File: src/phnl_pkg.sv
package phnl_pkg;

  // Fixed field widths of the request and result channels
  localparam int CMD_W      = 3;
  localparam int ENTRY_W    = 8;
  localparam int POS_W      = 5;
  localparam int VALUE_W    = 16;
  localparam int CHAR_W     = 8;
  localparam int SLOT_OUT_W = 8;
  localparam int REG_W      = 9;
  localparam int REG_IDX_W  = 1;

  // Displacement entries and weighted sums
  localparam int DISP_W = 16;
  localparam int SUM_W  = 32;

  typedef logic [CMD_W-1:0]     cmd_t;
  typedef logic [REG_IDX_W-1:0] reg_idx_t;

  localparam cmd_t CMD_WEIGHT1 = 3'd0;
  localparam cmd_t CMD_WEIGHT2 = 3'd1;
  localparam cmd_t CMD_DISP    = 3'd2;
  localparam cmd_t CMD_KEY_CHR = 3'd3;
  localparam cmd_t CMD_KEY_LEN = 3'd4;
  localparam cmd_t CMD_LOOKUP  = 3'd5;

  localparam reg_idx_t REG_G_ENTRIES = 1'b0;
  localparam reg_idx_t REG_SLOTS     = 1'b1;

endpackage

File: src/phnl_mod_unit.sv
module phnl_mod_unit
  import phnl_pkg::*;
#(
  parameter int DVW = 13
) (
  input  logic             clk,
  input  logic             rst,
  input  logic             start,
  input  logic [SUM_W-1:0] dividend,
  input  logic [DVW-1:0]   divisor,
  output logic             done,
  output logic [DVW-1:0]   rem
);

  localparam int CNT_W = $clog2(SUM_W);

  logic             busy;
  logic [CNT_W-1:0] cnt;
  logic [SUM_W-1:0] quo_sh;
  logic [DVW-1:0]   part;
  logic [DVW-1:0]   dvs;
  logic [DVW:0]     trial;
  logic [DVW:0]     diff;
  logic [DVW-1:0]   part_next;

  // Restoring remainder, one dividend bit per cycle
  assign trial = {part, quo_sh[SUM_W-1]};
  assign diff  = trial - {1'b0, dvs};
  assign part_next = (trial >= {1'b0, dvs}) ? diff[DVW-1:0] : trial[DVW-1:0];
  assign rem = part;

  always_ff @(posedge clk) begin
    if (rst) begin
      busy <= 1'b0;
      done <= 1'b0;
      cnt  <= '0;
    end else begin
      done <= 1'b0;
      if (start) begin
        busy <= 1'b1;
        cnt  <= '0;
      end else if (busy) begin
        cnt <= cnt + 1'b1;
        if (cnt == CNT_W'(SUM_W - 1)) begin
          busy <= 1'b0;
          done <= 1'b1;
        end
      end
    end
  end

  always_ff @(posedge clk) begin
    if (start) begin
      quo_sh <= dividend;
      part   <= '0;
      dvs    <= divisor;
    end else if (busy) begin
      quo_sh <= {quo_sh[SUM_W-2:0], 1'b0};
      part   <= part_next;
    end
  end

endmodule
File: config.mk
export PLATFORM = sky130hd
export DESIGN_NAME = phnl_mod_unit
export DESIGN_NICKNAME = d
export VERILOG_FILES = /design/src/phnl_pkg.sv /design/src/phnl_mod_unit.sv
export SDC_FILE = /design/constraint.sdc
export NUM_CORES = 1
export LEC_CHECK = 0
export CORE_MARGIN = 10
export CORE_UTILIZATION = 63
export CTS_CLUSTER_DIAMETER = 150
export DETAILED_ROUTE_END_ITERATION = 8
export DONT_BUFFER_PORTS = 1
export PLACE_DENSITY = 0.88
export SYNTH_ARGS = -nofsm -noshare
export SYNTH_HDL_FRONTEND = slang
export SYNTH_SLANG_ARGS = --single-unit
File: constraint.sdc
create_clock -name clk -period 3.1 [get_ports clk]
set_input_delay 0.62 -clock clk [delete_from_list [all_inputs] [get_ports clk]]
set_output_delay 0.62 -clock clk [all_outputs]
set_load 0.01 [all_outputs]
Word level (Yosys, flattened, before mapping)
Cells that the tools add are included.
{ "totals": {"ff_bits": 65, "word_cells": 21, "inputBits": 48, "output_inout_bits": 14} }
{ "classes": {"n_eq_ne": 1, "add_sub_neg": 2, "n_reduce_logical": 3, "muxes": 7, "n_lt_le_gt_ge": 1, "bitwise_logic": 1} }
{ "op_table": {"columns": ["op", "count"], "rows": [
  ["32-bit two-way mux", 2],
  ["14-bit by 13-bit >= comparator with 1-bit output", 1],
  ["13-bit two-way mux", 1],
  ["13-bit subtractor", 1],
  ["5-bit by 1-bit adder with 5-bit output (second input constant)", 1],
  ["5-bit == test (second input constant)", 1],
  ["1-bit two-way mux", 4],
  ["3-bit OR reduction", 1],
  ["2-bit nonzero test", 1],
  ["2-bit OR reduction", 1],
  ["1-bit NOT", 1]
]} }

Depth between registers and ports, before layout
Gate-level depths: netlist of run 1.
{ "logic_depth": {"depth_word": 4, "ltp_mapped": 10} }

Worst setup path after synthesis of run 1
OpenSTA, ideal clock, no wires.
{ "synth_timing": {"path_type": "reg-to-reg", "from": "register quo_sh[31]", "to": "register part[12] (netlist: rem[12])", "path_stages_with_launch": 11, "arrival_time_ps": 2132, "setup_time_ps": 133, "t_required_ps": 2967, "path_slack_ps": 835, "cell_sequence": "edfxtp_1 -> inv_1 -> ha_1 -> fa_1 -> nor2b_1 -> o21ai_0 -> a31oi_4 -> o2111ai_2 -> buf_2 -> a31oi_1 -> o41ai_2"} }
{ "synth_between": {"elab_chain_len": 2, "elab_cells_between_ends": 3, "classes_between": "add/sub (1); order compare (1); mux (1)"} }
{ "synth_rtl": {"columns": ["item", "line_no", "rtl"], "rows": [
  ["from (decl)", "phnl_mod_unit.sv:19", "logic [SUM_W-1:0] quo_sh;"],
  ["from (signal assigned)", "phnl_mod_unit.sv:54", "quo_sh <= dividend;"],
  ["from (signal assigned)", "phnl_mod_unit.sv:58", "quo_sh <= {quo_sh[SUM_W-2:0], 1'b0};"],
  ["13-bit subtractor / 14-bit by 13-bit >= comparator with 1-bit output (equally long branches)", "phnl_mod_unit.sv:28, phnl_mod_unit.sv:29", null],
  ["13-bit two-way mux (*)", "phnl_mod_unit.sv:29", "assign part_next = (trial >= {1'b0, dvs}) ? diff[DVW-1:0] : trial[DVW-1:0];"],
  ["to (signal assigned)", "phnl_mod_unit.sv:59", "part <= part_next;"],
  ["to (decl)", "phnl_mod_unit.sv:20", "logic [DVW-1:0] part;"]
]} }
Every way passes the cells marked *; elsewhere a longest branch is shown, timed or not.
A chain may end at the register's enable or synchronous reset.

Final worst setup path of run 1
{ "layout_timing": {"from": "register part[0] (netlist: rem[0])", "to": "register part[1] (netlist: rem[1])"} }
{ "layout_between": {"elab_chain_len": 2, "elab_cells_between_ends": 3, "classes_between": "add/sub (1); order compare (1); mux (1)"} }
{ "layout_rtl": {"columns": ["item", "line_no"], "rows": [
  ["13-bit subtractor / 14-bit by 13-bit >= comparator with 1-bit output (equally long branches)", "phnl_mod_unit.sv:28, phnl_mod_unit.sv:29"],
  ["13-bit two-way mux (*)", "phnl_mod_unit.sv:29"]
]} }
Marks and branches as above.

==> impl_metrics.tcl, run 1 <==
set metrics [dict create \
    share_seq_of_total_power_pct 49.7 \
    floorplan.core_area_um2 5200 \
    grt_pass1_vias 2157 \
    classification_of_the_worst_slack_hold_path "in -> reg" \
    max_cap_violations 0 \
    achievable_frequency_ghz 0.357 \
    global_route.overflow_total 0 \
    synth_simple_gate_area_share_pct 9.83 \
    vias_per_cell 6.10 \
    hpwl_um 4780 \
    power.share.switching_pct 29.9 \
    net_count_synth 354 \
    grt_util_met2_pct 26.6 \
    worst_setup_path_start_kind "register" \
    timing.final.crit_period_ns 2.80 \
    antenna_found_initial 0 \
    post-route-util_pct 70.1 \
    power.leakage_nw 1.40 \
    detail_route.wirelength_um 6770 \
    m1_gr_usage_pct 18.7 \
    syn_inst 290 \
    gp_congestion 0.857 \
    layout_cells_sized_above_1_pct 22.4 \
    initial_core_util_pct 65.8 \
    detail-route-antenna-nets 0 \
    post_synth_fa_ha_maj_area_fraction_pct 6.07 \
    die_w_um 93.7 \
    worstRegToRegCells 8 \
    status "finished, final reports clean" \
    place.detailed.instances 348 \
    setup-tns-final_ns 0 \
    clock_group_share_of_total_power_pct 31.6 \
    dr.pass1.iters 4 \
    muxShareOfSynthArea_pct 11.7 \
    worst_skew_late_latency_ns 0.35 \
    setup.worst_path.start "rem[0]" \
    cts-resized-gates 0 \
    post_cts_buffers 0 \
    grt_first_pass_wirelength_um 11100 \
    clk_root_buffer_cell "clkbuf_8" \
    main_flop_type_after_synthesis "edfxtp_1" \
    nets 353 \
    relSlewSlack_pct 53.4 \
    maxSlewViolCount 0 \
    drt-wirelength-per-cell_um 18.6 \
    ports_placed_on_the_boundary 62 \
    slowest_stage "a2111oi_2" \
    report.final.setup_viol 0 \
    grtUsageMet3_pct 8.15 \
    number_of_library_cell_types_mapped_by_synthesis 50 \
    cp-endpoint "rem[1]" \
    drc_errors 0 \
    postCtsHoldBufs 0 \
    critPathRequiredTime_ns 3.40 \
    num_antenna_cells 0 \
    h-tree-depth 3 \
    synth-async-reset-ratio_pct 0 \
    worst_r2r_endpoint "rem[1]" \
    flip_flop_and_latch_count_after_synthesis 65 \
    grt_use_total_pct 16.4 \
    synth_enable_flop_cells 45 \
    path_class "reg -> reg" \
    worst_path_largest_cell_delay_ns 0.49 \
    reg2reg_from "rem[0]" \
    clock_skews_ns 0.00823 \
    final_non_filler_cells 364 \
    yosysSeqAreaShare_pct 51.2 \
    cts_tree "done" \
    finalHoldViolCount 0 \
    pin_count_of_the_biggest_net_entering_global_routing 63 \
    area.growth.synth_to_final_pct 6.58 \
    power-per-cell-area_nw_per_um2 588 \
    post_synth_xor_area_fraction_pct 2.81 \
    grt.busiest_layer "met2" \
    cts_max_path_buffers 2 \
    port-buffer-count 0 \
    reg2reg_slack_ns 0.30 \
    cts.clk_slew.worst_paths_ns 0.08 \
    synth_warnings 0 \
    syn-mean-instance-area_um2 11.8 \
    final.period_utilization_pct 90.3 \
    timing_worst_slew_pin_value_ns 0.699 \
    total_switching_power_w 0.000642 \
    worstSetupEndpointType "register" \
    timing.critical_path.arrival_ns 3.10 \
    internal_power_consumption_w 0.00151 \
    largest_family_of_logic_cells_by_synthesized_area "compound AO/OA/AOI/OAI gates" \
    die_y_um 93.7 \
    vdd_drop_max_mv 0.416 \
    compound_cell_area_share_of_the_yosys_netlist_pct 13.8 \
    crit_path_max_fanout 14 \
    num_vias 2220 \
    clock_sinks 65 \
    fp-row-count 26 \
    comb_power_share_pct 18.8 \
    inserted_clock_buffers 9 \
    fp.dieArea_um2 8780 \
    synth.cell_area_um2 3420 \
    timing.critical_path.cells "inv_1, fa_1, nor2b_1, o21ai_0, a31oi_4, o2111ai_2, a2111oi_2, a311o_1" \
    first_iter_violations 178 \
    grt_setup_unrepaired "false" \
]
state kept, by name, indices dropped and copies added, names as in the netlist:
register / count
busy: 1
cnt: 5
done: 1
dvs: 13
quo_sh: 32
rem: 13
metal layers:
| layer | vias up | part of all wire [%] |
|---|---|---|
| met1 | 1066 | 41 |
| met2 | 58 | 51 |
| met4 | 0 | 1.1 |
| met3 | 7 | 7.4 |
| li1 | 1089 | - |
| met5 | - | 0 |
worst min path at each step:
stage / slack, ns / from / end / cells after the start
after floorplan: 0.47 / cnt[4] / cnt[4] / 2
after global placement: 0.49 / cnt[4] / cnt[4] / 2
after detailed placement: 0.50 / cnt[3] / cnt[3] / 2
after CTS: 0.32 / rst / busy / 1
after global routing: 0.31 / start / rem[4] / 1
final: 0.33 / start / rem[4] / 1
metrics by stage:
step	power (W)	worst slack (ns)	hold WS (ns)	instance area, um^2
3_3_place_gp	0.00147	0.457	0.485	3460
3_5_place_dp	0.00149	0.322	0.500	3460
2_1_floorplan	0.00142	0.835	0.467	3420
6_report	0.00215	0.301	0.334	3650
5_1_grt	0.00226	0.0675	0.312	3650
4_1_cts	0.00217	0.311	0.320	3650
layout by cell type, fill, tap and decap left out, types with 2 or more instances in the layout:
cell        count
mux2_2         32
nor3_1          5
nor4_1          2
inv_1          21
o22ai_1         3
nand2b_1        2
edfxtp_1       45
nor2b_1         3
o21ai_1         6
buf_4           4
clkbuf_8        9
a311oi_1        8
o31ai_1         2
o21ai_0         5
a2111oi_2       2
dfxtp_1        20
a31oi_1         3
or2_2           2
nand3_1        12
a311oi_2        3
clkinvlp_4      3
ha_1           15
xor2_1          3
xnor2_1         8
mux2i_1         4
and3_1          5
nor2_1         22
a41o_1          2
and2_1          2
a21o_1          3
inv_8           2
a21oi_1        10
nand2_1         7
a211oi_1        2
Yosys cell counts (all sizes together), types with 5 or more instances:
| master | n | share of area [%] |
|---|---|---|
| mux2 | 32 | 11 |
| a21oi | 10 | 1.5 |
| nand2 | 7 | 0.77 |
| a311oi | 11 | 3.4 |
| dfxtp | 20 | 12 |
| nor3 | 5 | 0.73 |
| and3 | 5 | 0.91 |
| ha | 15 | 5.5 |
| o21ai | 11 | 1.6 |
| clkbuf | 5 | 0.55 |
| xnor2 | 8 | 2.0 |
| inv | 21 | 2.3 |
| buf | 11 | 1.8 |
| nand3 | 13 | 2.0 |
| nor2 | 22 | 2.4 |
| edfxtp | 45 | 39 |
power by group through the flow:
stage / clock [W] / combinational (W) / sequential (W)
finish: 0.000678 / 0.000403 / 0.00107
global route: 0.000738 / 0.000447 / 0.00108
CTS: 0.000695 / 0.000402 / 0.00107
detailed placement: 0 / 0.000398 / 0.00109
global placement: 0 / 0.000386 / 0.00108
floorplan: 0 / 0.000345 / 0.00107
worst max-delay path: cells and delay by family, from the launching register on:
| family | cells | cell delay, ns |
|---|---|---|
| compound gates | 5 | 1.49 |
| fa+ha+maj | 1 | 0.47 |
| buf+inv | 1 | 0.11 |
| flops | 1 | 0.48 |
| simple gates | 1 | 0.22 |
logic make-up after synthesis:
family          Yosys count
buf+inv                  37
simple gates             67
mux                      36
xor+xnor                 11
compound gates           58
flops                    65
fa+ha+maj                16
layout make-up:
type	instances	area, um^2
clock buffer	9	124
inverter	21	78.8
clock inverter	7	62.6
sequential	65	1750
tap	70	87.6
multi-input combinational	188	1520
timing repair buffer	4	30.0
fill	376	1560
Note: power is estimated with default switching activity, not from simulation.
==> run 2, diff against run 1 <==
==> constraint.sdc (replaced) <==
create_clock -name clk -period 3.5 [get_ports clk]
set_input_delay 0.7 -clock clk [delete_from_list [all_inputs] [get_ports clk]]
set_output_delay 0.7 -clock clk [all_outputs]
set_load 0.01 [all_outputs]
==> impl_metrics.tcl, run 2 (synthesis gave the netlist of run 1 again) <==
set metrics [dict create \
    grt_setup_unrepaired "false" \
    gp_congestion 0.850 \
    setup-tns-final_ns 0 \
    clock_skews_ns 0.00865 \
    area.growth.synth_to_final_pct 5.59 \
    path_class "reg -> reg" \
    slowest_stage "a2111oi_2" \
    num_antenna_cells 0 \
    drt-wirelength-per-cell_um 19.0 \
    status "finished, final reports clean" \
    timing.critical_path.arrival_ns 3.07 \
    grt_pass1_vias 2211 \
    port-buffer-count 0 \
    nets 352 \
    global_route.overflow_total 0 \
    worst_skew_late_latency_ns 0.35 \
    classification_of_the_worst_slack_hold_path "in -> reg" \
    worstSetupEndpointType "register" \
    first_iter_violations 200 \
    placement.setup.worst_slack_ns 0.761 \
    power.leakage_nw 1.38 \
    cts_tree "done" \
    clock_sinks 65 \
    worst_setup_path_start_kind "register" \
    postCtsHoldBufs 0 \
    post_cts_buffers 0 \
    num_vias 2227 \
    max_cap_violations 0 \
    pnr_worst_setup_slack_ns 0.722 \
    pin_count_of_the_biggest_net_entering_global_routing 63 \
    clk_root_buffer_cell "clkbuf_8" \
    critical_path_cell_count 8 \
    antenna_found_initial 0 \
    timing.final.crit_period_ns 2.78 \
    die_w_um 93.7 \
    floorplan.core_area_um2 5200 \
    finalHoldViolCount 0 \
    critPathRequiredTime_ns 3.80 \
    h-tree-depth 3 \
    timing.critical_path.cells "inv_1, fa_1, nor2b_1, o21ai_0, a31oi_4, o2111ai_2, a2111oi_2, a311o_1" \
    cts-resized-gates 0 \
    commonest_cells_after_routing_fill_and_taps_aside "45 x edfxtp_1, 32 x mux2_2, 22 x nor2_1, 21 x inv_1, 20 x dfxtp_1" \
    inserted_clock_buffers 9 \
    relSlewSlack_pct 49.3 \
    largest_register_ff_count 32 \
    report.final.setup_viol 0 \
    worstRegToRegCells 8 \
    grt_use_total_pct 16.8 \
    grt_first_pass_wirelength_um 11300 \
    initial_core_util_pct 65.8 \
    mostFrequentLayoutCell "edfxtp_1" \
    dr.pass1.iters 5 \
    fp.dieArea_um2 8780 \
    detail_route.wirelength_um 6890 \
    fp-row-count 26 \
    vias_per_cell 6.15 \
    vdd_drop_max_mv 0.373 \
    final.period_utilization_pct 79.4 \
    power-per-cell-area_nw_per_um2 508 \
    critical-path-top-delay-family "compound AO/OA/AOI/OAI gates" \
    ports_placed_on_the_boundary 62 \
    die_y_um 93.7 \
    worst_path_largest_cell_delay_ns 0.49 \
    path_buf_inv 1 \
    maxSlewViolCount 0 \
    regMostFlops "quo_sh" \
    layout_cells_sized_above_1_pct 21.2 \
    detail-route-antenna-nets 0 \
    crit_path_max_fanout 14 \
    timing_worst_slew_pin_value_ns 0.761 \
    achievable_frequency_ghz 0.360 \
    hold_path_depth 1 \
    cts_max_path_buffers 2 \
    drc_errors 0 \
    cts.clk_slew.worst_paths_ns 0.07 \
    hpwl_um 4800 \
]
run 2: cell count changes in the layout (fill, tap and decap cells not counted), sizes merged:
cell,before,now
buf,4,3
clkinv,1,2
clkinvlp,3,2
inv,24,22
clkbuf,9,10
run 2: final cells by class:
| class | count | area (um^2) |
|---|---|---|
| multi-input cells | 188 | 1520 |
| well taps | 70 | 87.6 |
| repair buffers | 3 | 22.5 |
| clock buffers | 10 | 128 |
| inverters | 21 | 78.8 |
| flip-flops and latches | 65 | 1750 |
| fillers | 390 | 1590 |
| clock inverters | 5 | 32.5 |
run 2: metal layers:
| metal | vias to the layer above | global-route usage, % | routed length (um) |
|---|---|---|---|
| met5 | - | 0 | 0 |
| met4 | 0 | 5.44 | 78 |
| met3 | 8 | 8.47 | 553 |
| met2 | 58 | 26.5 | 3420 |
| met1 | 1077 | 19.3 | 2830 |
| li1 | 1084 | - | - |
run 2: through the flow:
stage / hold WS, ns / util (%) / std cells / power (W) / area, um^2
2_1_floorplan: 0.467 / - / 290 / 0.00125 / 3420
3_3_place_gp: 0.485 / 66.4 / 347 / 0.00130 / 3460
3_5_place_dp: 0.505 / 66.4 / 347 / 0.00131 / 3460
4_1_cts: 0.412 / 69.5 / 362 / 0.00185 / 3620
5_1_grt: 0.404 / 69.5 / 362 / 0.00194 / 3620
6_report: 0.422 / 69.5 / 362 / 0.00184 / 3620
run 2: power breakdown:
group | switching, W | total (W) | internal [W]
logic | 0.000195 | 0.000355 | 0.000160
registers | 0.0000431 | 0.000945 | 0.000902
clock network | 0.000287 | 0.000538 | 0.000251
total | 0.000525 | 0.00184 | 0.00131
run 2: worst register-to-register path, stage by stage (launching register included):
cell and delay (ns):
dfxtp_1 0.47, inv_1 0.10, fa_1 0.47, nor2b_1 0.19
o21ai_0 0.16, a31oi_4 0.23, o2111ai_2 0.45, a2111oi_2 0.49
a311o_1 0.16
run 2: final timing paths:
check        slack, ns  endpoint    from
min reg2reg       0.53    cnt[3]  cnt[3]
max reg2reg       0.72    rem[1]  rem[0]
min               0.42    rem[4]   start
max               0.72    rem[1]  rem[0]
